--- src/sv/crsc_pkg.sv ---
// Package: shared types and constants of the climate relay safety controller.
`timescale 1ns / 1ps

package crsc_pkg;

  localparam int TimerBits         = 32;
  localparam int MsPerMinute       = 60000;
  localparam int LimitMinutesBits  = 16;
  localparam int LimitMsBits       = 32;
  localparam int CmpBits           = (TimerBits > LimitMsBits) ? TimerBits : LimitMsBits;
  localparam int LimitMinutesReset = 30;
  localparam int HourBits          = 5;
  localparam int DayStartReset     = 6;
  localparam int NightStartReset   = 22;
  localparam int NumRelays         = 4;
  localparam int CfgIndexBits      = 3;
  localparam int CfgDataBits       = 16;
  localparam int ActionBits        = 3;

  localparam logic [LimitMsBits-1:0] LimitMsReset =
    LimitMsBits'(LimitMinutesReset * MsPerMinute);

  // Pin positions in the active-low pin word.
  localparam int PinHeater  = 0;
  localparam int PinCooling = 1;
  localparam int PinDehumid = 2;
  localparam int PinSpare   = 3;

  typedef enum logic [ActionBits-1:0] {
    ACT_HEATER  = 3'd0,
    ACT_COOLING = 3'd1,
    ACT_DEHUMID = 3'd2,
    ACT_SPARE   = 3'd3,
    ACT_ALL_OFF = 3'd4,
    ACT_TICK    = 3'd5,
    ACT_FAULT   = 3'd6
  } action_t;

  typedef enum logic [CfgIndexBits-1:0] {
    REG_HEATER_LIMIT  = 3'd0,
    REG_COOLING_LIMIT = 3'd1,
    REG_SCHED_ENABLE  = 3'd2,
    REG_DAY_START     = 3'd3,
    REG_NIGHT_START   = 3'd4,
    REG_TEST_MODE     = 3'd5
  } cfg_reg_t;

  typedef struct packed {
    logic [LimitMsBits-1:0] heater_max_ms;
    logic [LimitMsBits-1:0] cooling_max_ms;
    logic                   schedule_enable;
    logic [HourBits-1:0]    day_start;
    logic [HourBits-1:0]    night_start;
    logic                   pin_hold;
  } cfg_t;

  typedef struct packed {
    logic                 heater_active;
    logic                 cooling_active;
    logic                 dehumid_active;
    logic                 spare_active;
    logic                 heater_trip;
    logic                 cooling_trip;
    logic                 sensor_fault;
    logic                 is_day;
    logic [NumRelays-1:0] pin_levels;
  } out_item_t;

endpackage

--- src/sv/crsc_if.sv ---
// Interfaces: command, result and configuration channels.
`timescale 1ns / 1ps

interface crsc_in_if;
  logic                            valid;
  logic                            ready;
  logic [crsc_pkg::ActionBits-1:0] action;
  logic                            turn_on;
  logic [crsc_pkg::HourBits-1:0]   hour_now;
  logic                            time_valid;

  modport source (output valid, action, turn_on, hour_now, time_valid, input ready);
  modport sink   (input valid, action, turn_on, hour_now, time_valid, output ready);
endinterface

interface crsc_out_if;
  logic                           valid;
  logic                           ready;
  logic                           heater_active;
  logic                           cooling_active;
  logic                           dehumid_active;
  logic                           spare_active;
  logic                           heater_trip;
  logic                           cooling_trip;
  logic                           sensor_fault;
  logic                           is_day;
  logic [crsc_pkg::NumRelays-1:0] pin_levels;

  modport source (output valid, heater_active, cooling_active, dehumid_active, spare_active,
                  heater_trip, cooling_trip, sensor_fault, is_day, pin_levels,
                  input ready);
  modport sink   (input valid, heater_active, cooling_active, dehumid_active, spare_active,
                  heater_trip, cooling_trip, sensor_fault, is_day, pin_levels,
                  output ready);
endinterface

interface crsc_cfg_if;
  logic                              valid;
  logic                              ready;
  logic [crsc_pkg::CfgIndexBits-1:0] index;
  logic [crsc_pkg::CfgDataBits-1:0]  data;

  modport source (output valid, index, data, input ready);
  modport sink   (input valid, index, data, output ready);
endinterface

--- src/sv/crsc_cfg.sv ---
// Configuration registers; limits are kept pre-scaled to milliseconds.
`timescale 1ns / 1ps

module crsc_cfg (
  input  logic             clk,
  input  logic             rst_n,
  crsc_cfg_if.sink         cfg_ch,
  output crsc_pkg::cfg_t   cfg
);

  crsc_pkg::cfg_t                         cfg_r;
  logic [crsc_pkg::LimitMsBits-1:0]       scaled_minutes;
  logic                                   wr;

  assign cfg_ch.ready = 1'b1;
  assign wr = cfg_ch.valid;

  // minutes to milliseconds, one shared 16x16 product
  assign scaled_minutes = crsc_pkg::LimitMsBits'(
    {16'd0, cfg_ch.data[crsc_pkg::LimitMinutesBits-1:0]} * 32'(crsc_pkg::MsPerMinute));

  always_ff @(posedge clk) begin
    if (!rst_n) begin
      cfg_r.heater_max_ms    <= crsc_pkg::LimitMsReset;
      cfg_r.cooling_max_ms   <= crsc_pkg::LimitMsReset;
      cfg_r.schedule_enable  <= 1'b0;
      cfg_r.day_start        <= crsc_pkg::HourBits'(crsc_pkg::DayStartReset);
      cfg_r.night_start      <= crsc_pkg::HourBits'(crsc_pkg::NightStartReset);
      cfg_r.pin_hold         <= 1'b0;
    end else if (wr) begin
      unique case (crsc_pkg::cfg_reg_t'(cfg_ch.index))
        crsc_pkg::REG_HEATER_LIMIT:  cfg_r.heater_max_ms    <= scaled_minutes;
        crsc_pkg::REG_COOLING_LIMIT: cfg_r.cooling_max_ms   <= scaled_minutes;
        crsc_pkg::REG_SCHED_ENABLE:  cfg_r.schedule_enable  <= cfg_ch.data[0];
        crsc_pkg::REG_DAY_START:     cfg_r.day_start   <= cfg_ch.data[crsc_pkg::HourBits-1:0];
        crsc_pkg::REG_NIGHT_START:   cfg_r.night_start <= cfg_ch.data[crsc_pkg::HourBits-1:0];
        crsc_pkg::REG_TEST_MODE:     cfg_r.pin_hold         <= cfg_ch.data[0];
        default: ;
      endcase
    end
  end

  assign cfg = cfg_r;

endmodule

--- src/sv/crsc_core.sv ---
// Relay state, on-time counters, safety trips and day/night decision.
`timescale 1ns / 1ps

module crsc_core (
  input  logic                  clk,
  input  logic                  rst_n,
  crsc_in_if.sink               in_ch,
  input  logic                  can_accept,
  input  crsc_pkg::cfg_t        cfg,
  output logic                  push,
  output crsc_pkg::out_item_t   result
);

  logic                              heater_r, heater_nxt;
  logic                              cooling_r, cooling_nxt;
  logic                              dehumid_r, dehumid_nxt;
  logic                              spare_r, spare_nxt;
  logic                              heater_trip_r, heater_trip_nxt;
  logic                              cooling_trip_r, cooling_trip_nxt;
  logic                              fault_r, fault_nxt;
  logic [crsc_pkg::TimerBits-1:0]    heater_ms_r, heater_ms_nxt;
  logic [crsc_pkg::TimerBits-1:0]    cooling_ms_r, cooling_ms_nxt;
  logic [crsc_pkg::NumRelays-1:0]    pins_r, pins_nxt;
  logic [crsc_pkg::TimerBits-1:0]    heater_inc, cooling_inc;
  logic                              heater_over, cooling_over;
  logic                              is_day;
  logic                              tm;

  assign in_ch.ready = can_accept;
  assign push = in_ch.valid && can_accept;
  assign tm   = cfg.pin_hold;

  // saturating increment, then compare against the pre-scaled limit
  assign heater_inc  = (&heater_ms_r)  ? heater_ms_r  : heater_ms_r  + 1'b1;
  assign cooling_inc = (&cooling_ms_r) ? cooling_ms_r : cooling_ms_r + 1'b1;
  assign heater_over  = crsc_pkg::CmpBits'(heater_inc)  >
                        crsc_pkg::CmpBits'(cfg.heater_max_ms);
  assign cooling_over = crsc_pkg::CmpBits'(cooling_inc) >
                        crsc_pkg::CmpBits'(cfg.cooling_max_ms);

  always_comb begin
    if (!cfg.schedule_enable || !in_ch.time_valid) begin
      is_day = 1'b1;
    end else if (cfg.day_start < cfg.night_start) begin
      is_day = (in_ch.hour_now >= cfg.day_start) && (in_ch.hour_now < cfg.night_start);
    end else begin
      is_day = (in_ch.hour_now >= cfg.day_start) || (in_ch.hour_now < cfg.night_start);
    end
  end

  always_comb begin
    heater_nxt       = heater_r;
    cooling_nxt      = cooling_r;
    dehumid_nxt      = dehumid_r;
    spare_nxt        = spare_r;
    heater_trip_nxt  = heater_trip_r;
    cooling_trip_nxt = cooling_trip_r;
    fault_nxt        = fault_r;
    heater_ms_nxt    = heater_ms_r;
    cooling_ms_nxt   = cooling_ms_r;
    pins_nxt         = pins_r;
    unique case (crsc_pkg::action_t'(in_ch.action))
      crsc_pkg::ACT_HEATER: begin
        if (in_ch.turn_on) begin
          // interlock: drop cooling first
          if (cooling_r) begin
            cooling_nxt    = 1'b0;
            cooling_ms_nxt = '0;
            if (!tm) pins_nxt[crsc_pkg::PinCooling] = 1'b1;
          end
          if (!heater_r) begin
            heater_nxt      = 1'b1;
            heater_ms_nxt   = '0;
            heater_trip_nxt = 1'b0;
            if (!tm) pins_nxt[crsc_pkg::PinHeater] = 1'b0;
          end
        end else if (heater_r) begin
          heater_nxt    = 1'b0;
          heater_ms_nxt = '0;
          if (!tm) pins_nxt[crsc_pkg::PinHeater] = 1'b1;
        end
      end
      crsc_pkg::ACT_COOLING: begin
        if (in_ch.turn_on) begin
          if (heater_r) begin
            heater_nxt    = 1'b0;
            heater_ms_nxt = '0;
            if (!tm) pins_nxt[crsc_pkg::PinHeater] = 1'b1;
          end
          if (!cooling_r) begin
            cooling_nxt      = 1'b1;
            cooling_ms_nxt   = '0;
            cooling_trip_nxt = 1'b0;
            if (!tm) pins_nxt[crsc_pkg::PinCooling] = 1'b0;
          end
        end else if (cooling_r) begin
          cooling_nxt    = 1'b0;
          cooling_ms_nxt = '0;
          if (!tm) pins_nxt[crsc_pkg::PinCooling] = 1'b1;
        end
      end
      crsc_pkg::ACT_DEHUMID: begin
        if (in_ch.turn_on != dehumid_r) begin
          dehumid_nxt = in_ch.turn_on;
          if (!tm) pins_nxt[crsc_pkg::PinDehumid] = !in_ch.turn_on;
        end
      end
      crsc_pkg::ACT_SPARE: begin
        if (in_ch.turn_on != spare_r) begin
          spare_nxt = in_ch.turn_on;
          if (!tm) pins_nxt[crsc_pkg::PinSpare] = !in_ch.turn_on;
        end
      end
      crsc_pkg::ACT_ALL_OFF: begin
        if (heater_r) begin
          heater_nxt    = 1'b0;
          heater_ms_nxt = '0;
          if (!tm) pins_nxt[crsc_pkg::PinHeater] = 1'b1;
        end
        if (cooling_r) begin
          cooling_nxt    = 1'b0;
          cooling_ms_nxt = '0;
          if (!tm) pins_nxt[crsc_pkg::PinCooling] = 1'b1;
        end
        if (dehumid_r) begin
          dehumid_nxt = 1'b0;
          if (!tm) pins_nxt[crsc_pkg::PinDehumid] = 1'b1;
        end
        if (spare_r) begin
          spare_nxt = 1'b0;
          if (!tm) pins_nxt[crsc_pkg::PinSpare] = 1'b1;
        end
      end
      crsc_pkg::ACT_TICK: begin
        if (heater_r) heater_ms_nxt = heater_inc;
        if (cooling_r) cooling_ms_nxt = cooling_inc;
        if (heater_r && fault_r && heater_over) begin
          heater_nxt      = 1'b0;
          heater_ms_nxt   = '0;
          heater_trip_nxt = 1'b1;
          if (!tm) pins_nxt[crsc_pkg::PinHeater] = 1'b1;
        end
        if (cooling_r && fault_r && cooling_over) begin
          cooling_nxt      = 1'b0;
          cooling_ms_nxt   = '0;
          cooling_trip_nxt = 1'b1;
          if (!tm) pins_nxt[crsc_pkg::PinCooling] = 1'b1;
        end
      end
      crsc_pkg::ACT_FAULT: fault_nxt = in_ch.turn_on;
      default: ;
    endcase
  end

  always_ff @(posedge clk) begin
    if (!rst_n) begin
      heater_r       <= 1'b0;
      cooling_r      <= 1'b0;
      dehumid_r      <= 1'b0;
      spare_r        <= 1'b0;
      heater_trip_r  <= 1'b0;
      cooling_trip_r <= 1'b0;
      fault_r        <= 1'b0;
      heater_ms_r    <= '0;
      cooling_ms_r   <= '0;
      pins_r         <= '1;
    end else if (push) begin
      heater_r       <= heater_nxt;
      cooling_r      <= cooling_nxt;
      dehumid_r      <= dehumid_nxt;
      spare_r        <= spare_nxt;
      heater_trip_r  <= heater_trip_nxt;
      cooling_trip_r <= cooling_trip_nxt;
      fault_r        <= fault_nxt;
      heater_ms_r    <= heater_ms_nxt;
      cooling_ms_r   <= cooling_ms_nxt;
      pins_r         <= pins_nxt;
    end
  end

  always_comb begin
    result.heater_active  = heater_nxt;
    result.cooling_active = cooling_nxt;
    result.dehumid_active = dehumid_nxt;
    result.spare_active   = spare_nxt;
    result.heater_trip    = heater_trip_nxt;
    result.cooling_trip   = cooling_trip_nxt;
    result.sensor_fault   = fault_nxt;
    result.is_day         = is_day;
    result.pin_levels     = pins_nxt;
  end

  a_interlock: assert property (@(posedge clk) disable iff (!rst_n)
    !(heater_r && cooling_r))
    else $error("heater and cooling on together");

  a_trip_needs_fault: assert property (@(posedge clk) disable iff (!rst_n)
    ($rose(heater_trip_r) || $rose(cooling_trip_r)) |-> $past(fault_r))
    else $error("trip without sensor fault");

  a_test_mode_freeze: assert property (@(posedge clk) disable iff (!rst_n)
    ($past(rst_n) && $past(tm)) |-> $stable(pins_r))
    else $error("pin levels moved in test mode");

endmodule

--- src/sv/crsc_outbuf.sv ---
// Result register with a skid stage behind it.
`timescale 1ns / 1ps

module crsc_outbuf (
  input  logic                  clk,
  input  logic                  rst_n,
  input  logic                  push,
  input  crsc_pkg::out_item_t   push_data,
  output logic                  can_accept,
  crsc_out_if.source            out_ch
);

  crsc_pkg::out_item_t out_r, out_nxt;
  crsc_pkg::out_item_t skid_r, skid_nxt;
  logic                out_vld_r, out_vld_nxt;
  logic                skid_vld_r, skid_vld_nxt;
  logic                pop;

  assign can_accept = !skid_vld_r;
  assign pop        = out_vld_r && out_ch.ready;

  always_comb begin
    out_nxt      = out_r;
    skid_nxt     = skid_r;
    out_vld_nxt  = out_vld_r;
    skid_vld_nxt = skid_vld_r;
    if (out_vld_r && !pop) begin
      // output stalled: park the new transaction in the skid stage
      if (push) begin
        skid_nxt     = push_data;
        skid_vld_nxt = 1'b1;
      end
    end else if (skid_vld_r) begin
      out_nxt      = skid_r;
      out_vld_nxt  = 1'b1;
      skid_vld_nxt = 1'b0;
    end else begin
      out_nxt     = push_data;
      out_vld_nxt = push;
    end
  end

  always_ff @(posedge clk) begin
    if (!rst_n) begin
      out_vld_r  <= 1'b0;
      skid_vld_r <= 1'b0;
    end else begin
      out_vld_r  <= out_vld_nxt;
      skid_vld_r <= skid_vld_nxt;
    end
  end

  always_ff @(posedge clk) begin
    out_r  <= out_nxt;
    skid_r <= skid_nxt;
  end

  assign out_ch.valid          = out_vld_r;
  assign out_ch.heater_active  = out_r.heater_active;
  assign out_ch.cooling_active = out_r.cooling_active;
  assign out_ch.dehumid_active = out_r.dehumid_active;
  assign out_ch.spare_active   = out_r.spare_active;
  assign out_ch.heater_trip    = out_r.heater_trip;
  assign out_ch.cooling_trip   = out_r.cooling_trip;
  assign out_ch.sensor_fault   = out_r.sensor_fault;
  assign out_ch.is_day         = out_r.is_day;
  assign out_ch.pin_levels     = out_r.pin_levels;

  a_skid_behind_out: assert property (@(posedge clk) disable iff (!rst_n)
    skid_vld_r |-> out_vld_r)
    else $error("skid stage full with empty output register");

endmodule

--- src/sv/climate_relay_safety_controller.sv ---
// Top level: climate relay safety controller.
//
// channel | dir | handshake            | payload
// in_ch   | in  | valid/ready          | action, turn_on, hour_now, time_valid
// out_ch  | out | valid/ready          | relay states, trips, sensor_fault, is_day, pin_levels
// cfg_ch  | in  | valid/ready (always) | index, data
//
// One command per cycle while in_ch.ready is high; each result is registered.
// All state update is one compare-and-set pass; the limit scaling multiply sits on the
// configuration path, so the tick path is one increment and one 32-bit compare.
// Reset (synchronous, rst_n low) turns all relays off, clears trips, fault and counters.
// A skid stage keeps in_ch.ready high for one more transaction while out_ch is stalled.
`timescale 1ns / 1ps

module climate_relay_safety_controller (
  input  logic         clk,
  input  logic         rst_n,
  crsc_in_if.sink      in_ch,
  crsc_out_if.source   out_ch,
  crsc_cfg_if.sink     cfg_ch
);

  crsc_pkg::cfg_t      cfg;
  crsc_pkg::out_item_t result;
  logic                push;
  logic                can_accept;

  crsc_cfg u_cfg (
    .clk    (clk),
    .rst_n  (rst_n),
    .cfg_ch (cfg_ch),
    .cfg    (cfg)
  );

  crsc_core u_core (
    .clk        (clk),
    .rst_n      (rst_n),
    .in_ch      (in_ch),
    .can_accept (can_accept),
    .cfg        (cfg),
    .push       (push),
    .result     (result)
  );

  crsc_outbuf u_outbuf (
    .clk        (clk),
    .rst_n      (rst_n),
    .push       (push),
    .push_data  (result),
    .can_accept (can_accept),
    .out_ch     (out_ch)
  );

endmodule
--- src/flat_wrapper.sv ---
// flat-port wrapper written by rule: the top's interface ports become plain ports
module climate_relay_safety_controller_flat 
  (clk, rst_n, in_ch_valid, in_ch_action, in_ch_turn_on, in_ch_hour_now, in_ch_time_valid, in_ch_ready, out_ch_valid, out_ch_heater_active, out_ch_cooling_active, out_ch_dehumid_active, out_ch_spare_active, out_ch_heater_trip, out_ch_cooling_trip, out_ch_sensor_fault, out_ch_is_day, out_ch_pin_levels, out_ch_ready, cfg_ch_valid, cfg_ch_index, cfg_ch_data, cfg_ch_ready);
  crsc_in_if in_ch_i ();
  crsc_out_if out_ch_i ();
  crsc_cfg_if cfg_ch_i ();
  input  logic clk;
  input  logic rst_n;
  input wire logic [$bits(in_ch_i.valid)-1:0] in_ch_valid;
  input wire logic [$bits(in_ch_i.action)-1:0] in_ch_action;
  input wire logic [$bits(in_ch_i.turn_on)-1:0] in_ch_turn_on;
  input wire logic [$bits(in_ch_i.hour_now)-1:0] in_ch_hour_now;
  input wire logic [$bits(in_ch_i.time_valid)-1:0] in_ch_time_valid;
  output wire logic [$bits(in_ch_i.ready)-1:0] in_ch_ready;
  output wire logic [$bits(out_ch_i.valid)-1:0] out_ch_valid;
  output wire logic [$bits(out_ch_i.heater_active)-1:0] out_ch_heater_active;
  output wire logic [$bits(out_ch_i.cooling_active)-1:0] out_ch_cooling_active;
  output wire logic [$bits(out_ch_i.dehumid_active)-1:0] out_ch_dehumid_active;
  output wire logic [$bits(out_ch_i.spare_active)-1:0] out_ch_spare_active;
  output wire logic [$bits(out_ch_i.heater_trip)-1:0] out_ch_heater_trip;
  output wire logic [$bits(out_ch_i.cooling_trip)-1:0] out_ch_cooling_trip;
  output wire logic [$bits(out_ch_i.sensor_fault)-1:0] out_ch_sensor_fault;
  output wire logic [$bits(out_ch_i.is_day)-1:0] out_ch_is_day;
  output wire logic [$bits(out_ch_i.pin_levels)-1:0] out_ch_pin_levels;
  input wire logic [$bits(out_ch_i.ready)-1:0] out_ch_ready;
  input wire logic [$bits(cfg_ch_i.valid)-1:0] cfg_ch_valid;
  input wire logic [$bits(cfg_ch_i.index)-1:0] cfg_ch_index;
  input wire logic [$bits(cfg_ch_i.data)-1:0] cfg_ch_data;
  output wire logic [$bits(cfg_ch_i.ready)-1:0] cfg_ch_ready;
  assign in_ch_i.valid = in_ch_valid;
  assign in_ch_i.action = in_ch_action;
  assign in_ch_i.turn_on = in_ch_turn_on;
  assign in_ch_i.hour_now = in_ch_hour_now;
  assign in_ch_i.time_valid = in_ch_time_valid;
  assign in_ch_ready = in_ch_i.ready;
  assign out_ch_valid = out_ch_i.valid;
  assign out_ch_heater_active = out_ch_i.heater_active;
  assign out_ch_cooling_active = out_ch_i.cooling_active;
  assign out_ch_dehumid_active = out_ch_i.dehumid_active;
  assign out_ch_spare_active = out_ch_i.spare_active;
  assign out_ch_heater_trip = out_ch_i.heater_trip;
  assign out_ch_cooling_trip = out_ch_i.cooling_trip;
  assign out_ch_sensor_fault = out_ch_i.sensor_fault;
  assign out_ch_is_day = out_ch_i.is_day;
  assign out_ch_pin_levels = out_ch_i.pin_levels;
  assign out_ch_i.ready = out_ch_ready;
  assign cfg_ch_i.valid = cfg_ch_valid;
  assign cfg_ch_i.index = cfg_ch_index;
  assign cfg_ch_i.data = cfg_ch_data;
  assign cfg_ch_ready = cfg_ch_i.ready;
  climate_relay_safety_controller u_core (.clk(clk), .rst_n(rst_n), .in_ch(in_ch_i), .out_ch(out_ch_i), .cfg_ch(cfg_ch_i));
endmodule
--- config.mk ---
export PLATFORM = sky130hd
export DESIGN_NAME = climate_relay_safety_controller_flat
export DESIGN_NICKNAME = d
export VERILOG_FILES = /design/src/sv/crsc_pkg.sv /design/src/sv/crsc_if.sv /design/src/sv/crsc_cfg.sv /design/src/sv/crsc_core.sv /design/src/sv/crsc_outbuf.sv /design/src/sv/climate_relay_safety_controller.sv /design/src/flat_wrapper.sv
export SDC_FILE = /design/constraint.sdc
export NUM_CORES = 1
export LEC_CHECK = 0
export BUFFER_PORTS_ARGS = -buffer_cell sky130_fd_sc_hd__buf_4
export CORE_MARGIN = 1
export CORE_UTILIZATION = 65
export CTS_BUF_LIST = sky130_fd_sc_hd__clkbuf_8
export DETAILED_ROUTE_END_ITERATION = 10
export GPL_TIMING_DRIVEN = 1
export PLACE_DENSITY = 0.83
export SLEW_MARGIN = 20
export SYNTH_ARGS = -nofsm -noshare
export SYNTH_HDL_FRONTEND = slang
export SYNTH_SLANG_ARGS = --single-unit
export TNS_END_PERCENT = 1
--- constraint.sdc ---
create_clock -name clk -period 7.1 [get_ports clk]
set_input_delay 0.355 -clock clk [delete_from_list [all_inputs] [get_ports clk]]
set_output_delay 0.355 -clock clk [all_outputs]
set_load 0.03 [all_outputs]
After elaboration in Yosys (flattened, before gate mapping)
Cells that the tools add are included.

Word-level logic and storage cells: 158. Output and inout bits: 15. Bits in registers: 167. Bits of input ports: 34.

$mul: 1. Multiplexer cells: 65. Equal/unequal tests: 19. $lt $le $gt $ge: 5. Reduce and logical (&&, ||, !) cells: 30. Add/sub/neg operators: 2.

Operator list (number): $mux W32 (14); $pmux W32 S4 (2); $add A32 B1 Y32 const B (2); $gt A32 B32 Y1 (2); $reduce_and A32 Y1 (2); $mux W1 (39); $mul A16 B11 Y27 const B (1); $reduce_and A2 Y1 (8); $eq A3 B3 Y1 const B (5); $eq A3 B2 Y1 const B (4); $mux W12 (1); $ne A3 B3 Y1 const B (4); $pmux W1 S2 (6); $lt A5 B5 Y1 (2); $reduce_and A5 Y1 (2); $logic_and A1 B1 Y1 (8); $pmux W1 S4 (2); $pmux W2 S4 (1); $eq A3 B1 Y1 const B (2); $logic_not A3 Y1 (2); $ge A5 B5 Y1 (1); $logic_not A1 Y1 (5); $ne A2 B2 Y1 const B (2); $reduce_bool A4 Y1 (1); other kinds (2) (4).

Depth between registers and ports, before layout
Gate-level depths: netlist (run 1).

Depth after elaboration: 7. Mapped depth: 20. Gate-level depth less buffers: 18.

Cells and area by module
A second synthesis (run 1) with hierarchy kept.

Cells, all modules: 1676. Area total of the unflattened synthesis: 14066.0 um^2.

By module, submodules not included: crsc_core (cells an instance 958, area an instance 7025.5 um^2, seq. area each 1501.4 um^2, instances 1); crsc_cfg (cells an instance 672, area an instance 6089.6 um^2, seq. area each 1321.3 um^2, instances 1); crsc_outbuf (cells an instance 46, area an instance 950.9 um^2, seq. area each 760.7 um^2, instances 1).

Worst setup path after synthesis (run 1)
No wires, ideal clock.

Kind: input to register. Start: input cfg_ch_data[3]. End: register u_core.u_cfg.cfg_r (netlist bit u_core.u_cfg.cfg[67]). Stages: 16. Setup time: 0.122 ns. Path slack: 2.082 ns. Arrival: 4.896 ns. Cell sequence: inv_1 -> fa_1 -> inv_1 -> fa_1 -> fa_1 -> inv_1 -> fa_1 -> fa_1 -> inv_1 -> ha_1 -> and3_1 -> a311oi_1 -> o21ai_0 -> a221oi_1 -> nor4b_1 -> a311o_1.

Longest elaborated chain between the ends: 1.

RTL lines: from (decl) (RTL line flat_wrapper.sv:28) `input wire logic [$bits(cfg_ch_i.data)-1:0] cfg_ch_data;`; $mul A16 B11 Y27 (RTL line crsc_cfg.sv:20) `{16'd0, cfg_ch.data[crsc_pkg::LimitMinutesBits-1:0]} * 32'(crsc_pkg::MsPerMinute));`; to (decl) (RTL line crsc_cfg.sv:11) `crsc_pkg::cfg_t cfg_r;`.

No other way between the ends. A chain may end at the register's enable or synchronous reset.

==> results of run 1 <==
area by class of cell:
type                            instances  area, µm²
Tap cell                              265        332
Sequential cell                       167       3580
Fill cell                            1555       5640
Clock buffer                           17        234
Multi-Input combinational cell       1122       8810
Inverter                              168        631
Timing Repair Buffer                   54        405
Clock inverter                         15        144
cells by family after synthesis:
kind of cell	count (synthesis)	synth area share
and+or+nand+nor	482	0.186
AOI/OAI and AO/OA	326	0.171
buffers and inverters	239	0.0707
adders and majority gates	212	0.233
DFF	167	0.269
xor gates and xnor gates	77	0.0506
muxes	24	0.0187
other	1	0.000282
registers in the layout, indices dropped and copies added, names as in the netlist, 4 cells and up:
register                           flops
u_core.u_outbuf.skid_r                12
u_core.u_core.cooling_ms_r            32
u_core.u_outbuf.out_ch.pin_levels      4
u_core.u_core.pins_r                   4
u_core.u_cfg.cfg                      66
u_core.u_core.heater_ms_r             32
worst paths after layout:
kind	cells after the start	endpoint	startpoint
min	3	u_core.u_cfg.cfg[3]	cfg_ch_data[2]
min reg2reg	2	u_core.u_cfg.cfg[41]	u_core.u_cfg.cfg[41]
max reg2reg	14	u_core.u_outbuf.out_ch.pin_levels[1]	u_core.u_core.cooling_ms_r[2]
max	14	u_core.u_outbuf.out_ch.pin_levels[1]	u_core.u_core.cooling_ms_r[2]
power breakdown:
group / switching [mW] / total, mW / leakage (nW) / internal (mW)
clock: 0.388 / 0.673 / 0.187 / 0.285
sequential: 0.0250 / 1.02 / 1.39 / 0.999
combinational: 1.12 / 1.82 / 4.76 / 0.700
per-layer routing:
metal  GRT usage  vias up  wire length, µm
met5           0        -                0
met4       0.114        0              824
met3      0.0368       65             1420
met2       0.541      356            15600
met1       0.387     5391            13500
li1            -     5371                -
worst reg2reg max path: stages, from the launching register on:
cell and delay, ns:
dfxtp_1 0.49, and4_1 0.39, nand4_2 0.23, a211oi_2 0.61, and2_1 0.26, nand3_1 0.13, xnor2_1 0.29, ha_1 0.29
and3_1 0.20, a2111oi_0 0.45, o21ai_0 0.23, o311ai_1 0.78, o41ai_1 0.20, a21o_1 0.24, mux2_2 0.27
cells in the final DEF (no fill, tap or decap), types with 19 or more instances in the layout:
master      n
a21boi_0   21
a21o_1     31
a21oi_1    42
a22oi_1    24
a31oi_1    34
and3_1     31
buf_4      54
dfxtp_1   143
edfxtp_1   24
fa_1       61
ha_1      150
inv_1     167
nand2_1   159
nand3_1    54
nand4_1    31
nor2_1     65
nor2b_1    35
nor3_1     25
o211ai_1   36
o21ai_0    48
xnor2_1    58
xor2_1     19
through the flow:
step	std cells	hold slack [ns]	power (mW)	worst slack [ns]	cell area [µm²]
after global routing	1808	0.193	3.78	1.31	14100
after global placement	1776	0.454	2.76	1.69	13800
after floorplan	1528	0.443	2.38	2.08	13300
after detailed placement	1776	0.464	2.83	1.48	13800
after CTS	1808	0.176	3.50	1.64	14100
final	1808	0.193	3.52	1.78	14100
==> metrics.txt, run 1 <==
reported max-cap violation count 0; H-tree levels 4; Sum Neg Setup Slack 0 ns; Global Route Usage Sum 0.308; register area share after synthesis 0.269; min Tclk post-route 5.32 ns; standard-cell row count 51; Post-CTS Hold Buffers 0; synthesized instance count 1528; drt drc 0; Post-synth top flop dfxtp_1; initial DRC count roughly 790; share of layout cells above drive strength 1 0.0732; Hold Violations, Final 0; crit path buf inv count 0; vias per inst about 6.2; most numerous cell in the Yosys netlist inv_1; GPL Wtd Cong roughly 0.93; ranking of synthesized cells by area dfxtp_1, ha_1, fa_1; Final period util 0.749; Synthesized Nets approximately 1800; num ports roughly 50; CP arrival around 5.6 ns; CTS tree yes; EDFF count, synth 24; Avg Cell Area, Syn 8.72 µm²; Synthesis Warnings 0; clock root buffer clkbuf_8; crit-path cells and4_1 > nand4_2 > a211oi_2 > and2_1 > nand3_1 > xnor2_1 > ha_1 > and3_1 > a2111oi_0 > o21ai_0 > o311ai_1 > o41ai_1 > a21o_1 > mux2_2; Routed Antenna Nets 0; total CTS buffers 17; crit path max fanout 9; synthesized area about 13000 µm²; Clock transition at path regs around 0.11 ns; setup bufs post-CTS 0; Critical Path End Type flip-flop; via count around 11000; slew margin rel. 0.330; Worst EP required approximately 7.3 ns; flop2flop setup slack ~1.8 ns; synth cell count leaders inv_1, nand2_1, ha_1; number of global-route vias before repair between 10000 and 15000; worst skew pair latency roughly 0.48 ns; area leader, netlist dfxtp_1; Yosys top cell area share 0.215; Num Clock Sinks 167; largest net degree at the start of global routing 87; class of the worst hold path in -> reg; # diodes 0; Critical Path Max Stage Delay ~0.78 ns; Async SR Flop Fraction 0; core area approximately 20000 µm²; initial core utilization 0.673; first-pass GRT wire length between 50000 and 60000 µm; CP max-delay cell o311ai_1; IR drop worst, VDD 0.295 mV; CP startpoint kind flip-flop; die area 21100 µm²; routed wire length approximately 31000 µm; global route overflow 0; dpl hpwl about 24000 µm; Lkg Pwr 6.33 nW; Die W 145 µm; Clock Path Buffers 2; Yosys reg bits around 170; Final nets roughly 1800; port bufs 47; FMAX about 190 MHz; worst-margin pin slew around 1 ns; CP top delay family compound AO/OA/AOI/OAI gates; Worst Skew 0.0192 ns; fin util 0.715; Max Slew Vio Count 0; drt pass-1 iters 5; Crit Path Category reg -> reg; Chip Height around 150 µm; setup violators final 0; status finished clean; post_cts resized 0; post-synth cell types ~80; RSZ-0062 raised after global routing false; wire per inst 17.3 µm; Pwr per Cell Area approximately 250 nW/µm²; initial antenna violation count 0; area delta synth->final 6.15%
Power figures use the tool's default switching activity.
==> inputs of run 2 (changes only) <==
- clock period: 7.1 -> 5.3 ns (I/O delays scaled with it)
==> run 2 against run 1 <==
Compared with the run above: global-route usage is 0.13 points higher; die area is the same; maximum frequency grew 6.1%; power rose by 37%; via count up 2.0%; non-clock buffer count up 13; clock power up 44%; flip-flop and latch count stayed put; routed wire length grew 1.8%; design area up 1.2%; sequential power rose by 34%; count of clock-buffer cells in the layout stayed put; largest cell class unchanged; largest power group unchanged.
==> metrics.txt, run 2 (synthesized netlist as in run 1, its figures left out) <==
status finished clean; setup violators final 0; fin util 0.723; min Tclk post-route ~5.0 ns; Sum Neg Setup Slack 0 ns; CP startpoint kind flip-flop; clock root buffer clkbuf_8; via count between 10000 and 15000; cell area after layout ~14000 µm²; initial DRC count between 900 and 1000; class of the worst hold path in -> reg; standard-cell row count 51; Chip Height roughly 150 µm; Die W 145 µm; pre-CTS setup slack -0.0144 ns; Max Slew Vio Count 0; PnR worst setup slack 0.287 ns; total CTS buffers 17; initial core utilization 0.673; crit path max fanout 21; hold worst-path end u_core.u_cfg.cfg[5]; largest net degree at the start of global routing 87; num ports 49; core area between 15000 and 20000 µm²; initial antenna violation count 0; die area roughly 21000 µm²; FMAX between 150 and 200 MHz; IR drop worst, VDD approximately 0.40 mV; Critical Path End Type flip-flop; Final nets around 1800; slew margin rel. 0.311; commonest non-fill, non-tap cell in the layout inv_1; commonest cells after routing, fill and taps aside inv_1, nand2_1, ha_1; GPL Wtd Cong around 0.92; worst reg2reg path endpoint u_core.u_core.heater_ms_r[11]; H-tree levels 4; area delta synth->final 7.40%; Tot Pwr roughly 4.8 mW; Finished Layout Cells about 1800; Worst Hold Launch cfg_ch_data[4]; Worst Skew about 0.014 ns; share of layout cells above drive strength 1 0.0823; Lkg Pwr 6.44 nW; Post-CTS Hold Buffers 0; drt pass-1 iters 6; dpl cells about 1800; final hold slack about 0.11 ns; global route overflow 0; Routed Antenna Nets 0; Final period util 0.946; worst-margin pin slew 1.03 ns; Area after DPL roughly 14000 µm²; dpl hpwl ~24000 µm; wire per inst ~18 µm; port bufs 47; Pwr per Cell Area between 300 and 400 nW/µm²; Global Route Usage Sum 0.309; number of cells on the worst reg-to-reg path 19; Clock transition at path regs ~0.11 ns; Largest register FFs 66; Hold Violations, Final 0; Crit Path Category reg -> reg; CP arrival between 5 and 6 ns; number of global-route vias before repair 11023; routed wire length roughly 32000 µm; flop2flop setup slack around 0.29 ns; FILL cells 1527; Num Clock Sinks around 170; reported max-cap violation count 0; Critical path origin u_core.u_core.heater_ms_r[0]; vias per inst roughly 6.3; CTS tree yes; WHS Path Cells 3; # diodes 0; Clock Path Buffers 2; worst skew pair latency between 0.4 and 0.5 ns; Worst EP required about 5.7 ns; drt drc 0; first-pass GRT wire length between 50000 and 60000 µm; FF-to-FF Start u_core.u_core.heater_ms_r[0]
## run 2: cell count changes in the layout (fill, tap and decap cells not counted), moves of 2 or more
cell / previous run / this run
buf_4: 54 / 66
inv_8: 1 / 5
clkinv_8: 0 / 2
inv_6: 5 / 3
## run 2: area by class of cell
class / instances / area (µm²) / area share
clock buffer: 17 / 234 / 0.0164
clock inverter: 15 / 179 / 0.0125
inverter: 168 / 631 / 0.0441
multi-input combinational: 1122 / 8830 / 0.617
sequential: 167 / 3580 / 0.251
tap: 265 / 332 / 0.0232
timing repair buffer: 67 / 515 / 0.0360
## run 2: routing by layer
layer	up-vias	share of wire	track usage
li1	5424	-	-
met1	5453	0.42	0.387
met2	445	0.49	0.529
met3	89	0.052	0.0431
met4	0	0.036	0.139
met5	-	0	0
## run 2: timing repair
action | CTS | global route
resized for setup | 0 | 4
buffers inserted | 0 | 1
endpoints found under the setup margin | 0 | 35
## run 2: critical path: stages (launching register included)
cell	delay, ns
dfxtp_1	0.44
ha_1	0.31
nand3_1	0.15
or3_1	0.44
o41ai_4	0.45
or2_2	0.27
nor3_1	0.10
and3_1	0.20
xor2_1	0.16
ha_1	0.30
nand4_1	0.11
nor3_1	0.30
nor3b_2	0.33
o2111ai_1	0.21
o211ai_1	0.20
a21o_2	0.23
buf_4	0.19
buf_4	0.26
nand4_1	0.13
mux2i_1	0.16
## run 2: how the worst max path moves through the flow
stage | depth (start not counted) | endpoint | slack (ns)
after global placement | 19 | u_core.u_cfg.cfg[43] | 0.09
after CTS | 19 | u_core.u_core.heater_ms_r[23] | 0.06
final | 19 | u_core.u_core.heater_ms_r[11] | 0.29
after detailed placement | 18 | u_core.u_cfg.cfg[67] | -0.01
after global routing | 19 | u_core.u_core.heater_ms_r[11] | -0.003
after floorplan | 16 | u_core.u_cfg.cfg[67] | 0.37
## run 2: power breakdown
group	leakage (nW)	internal, mW	switching [mW]	total [mW]
Clock	0.206	0.401	0.566	0.967
Combinational	4.84	0.977	1.51	2.49
Sequential	1.39	1.34	0.0323	1.37
Total	6.44	2.72	2.11	4.83
==> inputs of run 3 (changes only) <==
- CORE_ASPECT_RATIO: not set -> 1.25
- REMOVE_ABC_BUFFERS: not set -> 1
==> run 3 against run 2 <==
Compared with the run above: clock skew grew 0.0013 ns; design area decreased by 0.12%; flip-flop and latch count stayed put; global-route usage decreased by 0.60 points; sequential share of layout area hardly changed; first-iteration DRC count decreased by 2.2%; hold slack got worse by 0.022 ns; sequential power about the same; critical path depth fell by 1; setup slack got worse by 0.079 ns; non-clock buffer count is 3 higher; largest power group unchanged.
==> metrics.txt, run 3 (synthesized netlist as in run 1, its figures left out) <==
largest net degree at the start of global routing 78; CTS tree yes; port bufs 47; drt drc 0; via count roughly 11000; total CTS buffers 17; FMAX approximately 200 MHz; standard-cell row count 58; Critical Path End Type flip-flop; Max Slew Vio Count 0; Clock transition at path regs around 0.1 ns; Tot Pwr around 5 mW; FILL cells between 1500 and 2000; Sw Share 0.446; first-pass GRT wire length 50600 µm; drt pass-1 iters 6; Worst Skew approximately 0.016 ns; CP startpoint kind flip-flop; post_cts resized 0; number of global-route vias before repair ~11000; Final period util 0.961; Psw between 2 and 2.5 mW; reported max-cap violation count 0; worst-margin pin slew ~1.0 ns; Final nets between 1500 and 2000; PnR worst setup slack about 0.21 ns; RSZ-0062 raised after global routing false; Clock Path Buffers 2; GPL Wtd Cong between 0.9 and 1; initial antenna violation count 0; Pwr per Cell Area roughly 340 nW/µm²; crit path max fanout 18; num ports between 40 and 50; Post-CTS Hold Buffers 0; status finished clean; area of the multi-input gates around 8800 µm²; commonest cells after routing, fill and taps aside inv_1, nand2_1, ha_1; Largest register FFs 66; pre-CTS setup slack about 0.010 ns; slew margin rel. 0.319; # diodes 0; total internal power 2.71 mW; H-tree levels 4; Clk pwr share 0.188; area delta synth->final 7.27%; Crit Path Category reg -> reg; global route overflow 0; die area about 21000 µm²; routed wire length ~30000 µm; IR drop worst, VDD 0.642 mV; worst skew pair latency slightly below 0.5 ns; setup bufs post-CTS 0; sequential share of power 0.280; initial core utilization 0.663; commonest non-fill, non-tap cell in the layout inv_1; Global Route Usage Sum 0.303; Sum Neg Setup Slack 0 ns; class of the worst hold path in -> reg; initial DRC count approximately 900; Lkg Pwr 6.42 nW; setup violators final 0; wire per inst about 17 µm; Chip Height approximately 160 µm; Die W 130 µm; Routed Antenna Nets 0; Finished Layout Cells 1829; min Tclk post-route a little over 5 ns; vias per inst ~6.1; dpl hpwl approximately 23000 µm; Hold Violations, Final 0; Comb power frac 0.532; clock root buffer clkbuf_8; core area just over 20000 µm²; Worst EP required 5.68 ns; Sequential Area between 3000 and 4000 µm²; CP arrival roughly 5.5 ns; fin util 0.711; Num Clock Sinks ~170; dpl cells around 1800; share of layout cells above drive strength 1 0.0840
==> run 3: path summary, 6_finish.rpt <==
kind,startpoint,to,slack (ns),cells after the start
max,u_core.u_core.heater_ms_r[0],u_core.u_core.heater_ms_r[9],0.21,18
min,cfg_ch_data[1],u_core.u_cfg.cfg[2],0.09,3
max reg2reg,u_core.u_core.heater_ms_r[0],u_core.u_core.heater_ms_r[9],0.21,18
min reg2reg,u_core.u_cfg.cfg[42],u_core.u_cfg.cfg[42],0.47,2
==> run 3: metal layers <==
layer	vias to the layer above	wire, µm	part of all wire	global-route usage
met2	295	15400	0.51	0.533
met4	0	864	0.029	0.126
met1	5319	12700	0.42	0.367
met5	-	0	0	0
met3	61	1230	0.041	0.0418
li1	5410	-	-	-
==> run 3: critical path, cell delays in order (launching register included) <==
cell	delay, ns
dfxtp_1	0.43
ha_1	0.30
nand3_1	0.15
or3_1	0.42
o41ai_2	0.49
nor4_2	0.19
and2_1	0.22
and3_1	0.20
xor2_1	0.18
ha_1	0.32
nand4_1	0.13
nor3_1	0.25
nor3b_2	0.33
o2111ai_1	0.25
o211ai_1	0.26
a21o_1	0.18
buf_4	0.24
nand2_1	0.15
o41ai_1	0.29
==> run 3: final cells by class <==
class,instances,area share
Clock buffer,17,0.0164
Clock inverter,15,0.0109
Sequential cell,167,0.251
Timing Repair Buffer,70,0.0377
Tap cell,270,0.0236
Multi-Input combinational cell,1122,0.616
Inverter,168,0.0441
==> run 3: power groups by stage <==
stage,sequential (mW),clock [mW],combinational [mW]
after CTS,1.37,0.928,2.56
after floorplan,1.40,0,1.76
after global placement,1.40,0,2.47
final,1.37,0.922,2.60
after detailed placement,1.40,0,2.54
after global routing,1.38,0.980,2.88
==> run 3: through the flow <==
stage | instance area [µm²] | hold slack (ns)
after floorplan | 13000 | 0.337
after global placement | 13900 | 0.454
after detailed placement | 13900 | 0.457
after CTS | 14300 | 0.0742
after global routing | 14300 | 0.0956
final | 14300 | 0.0887
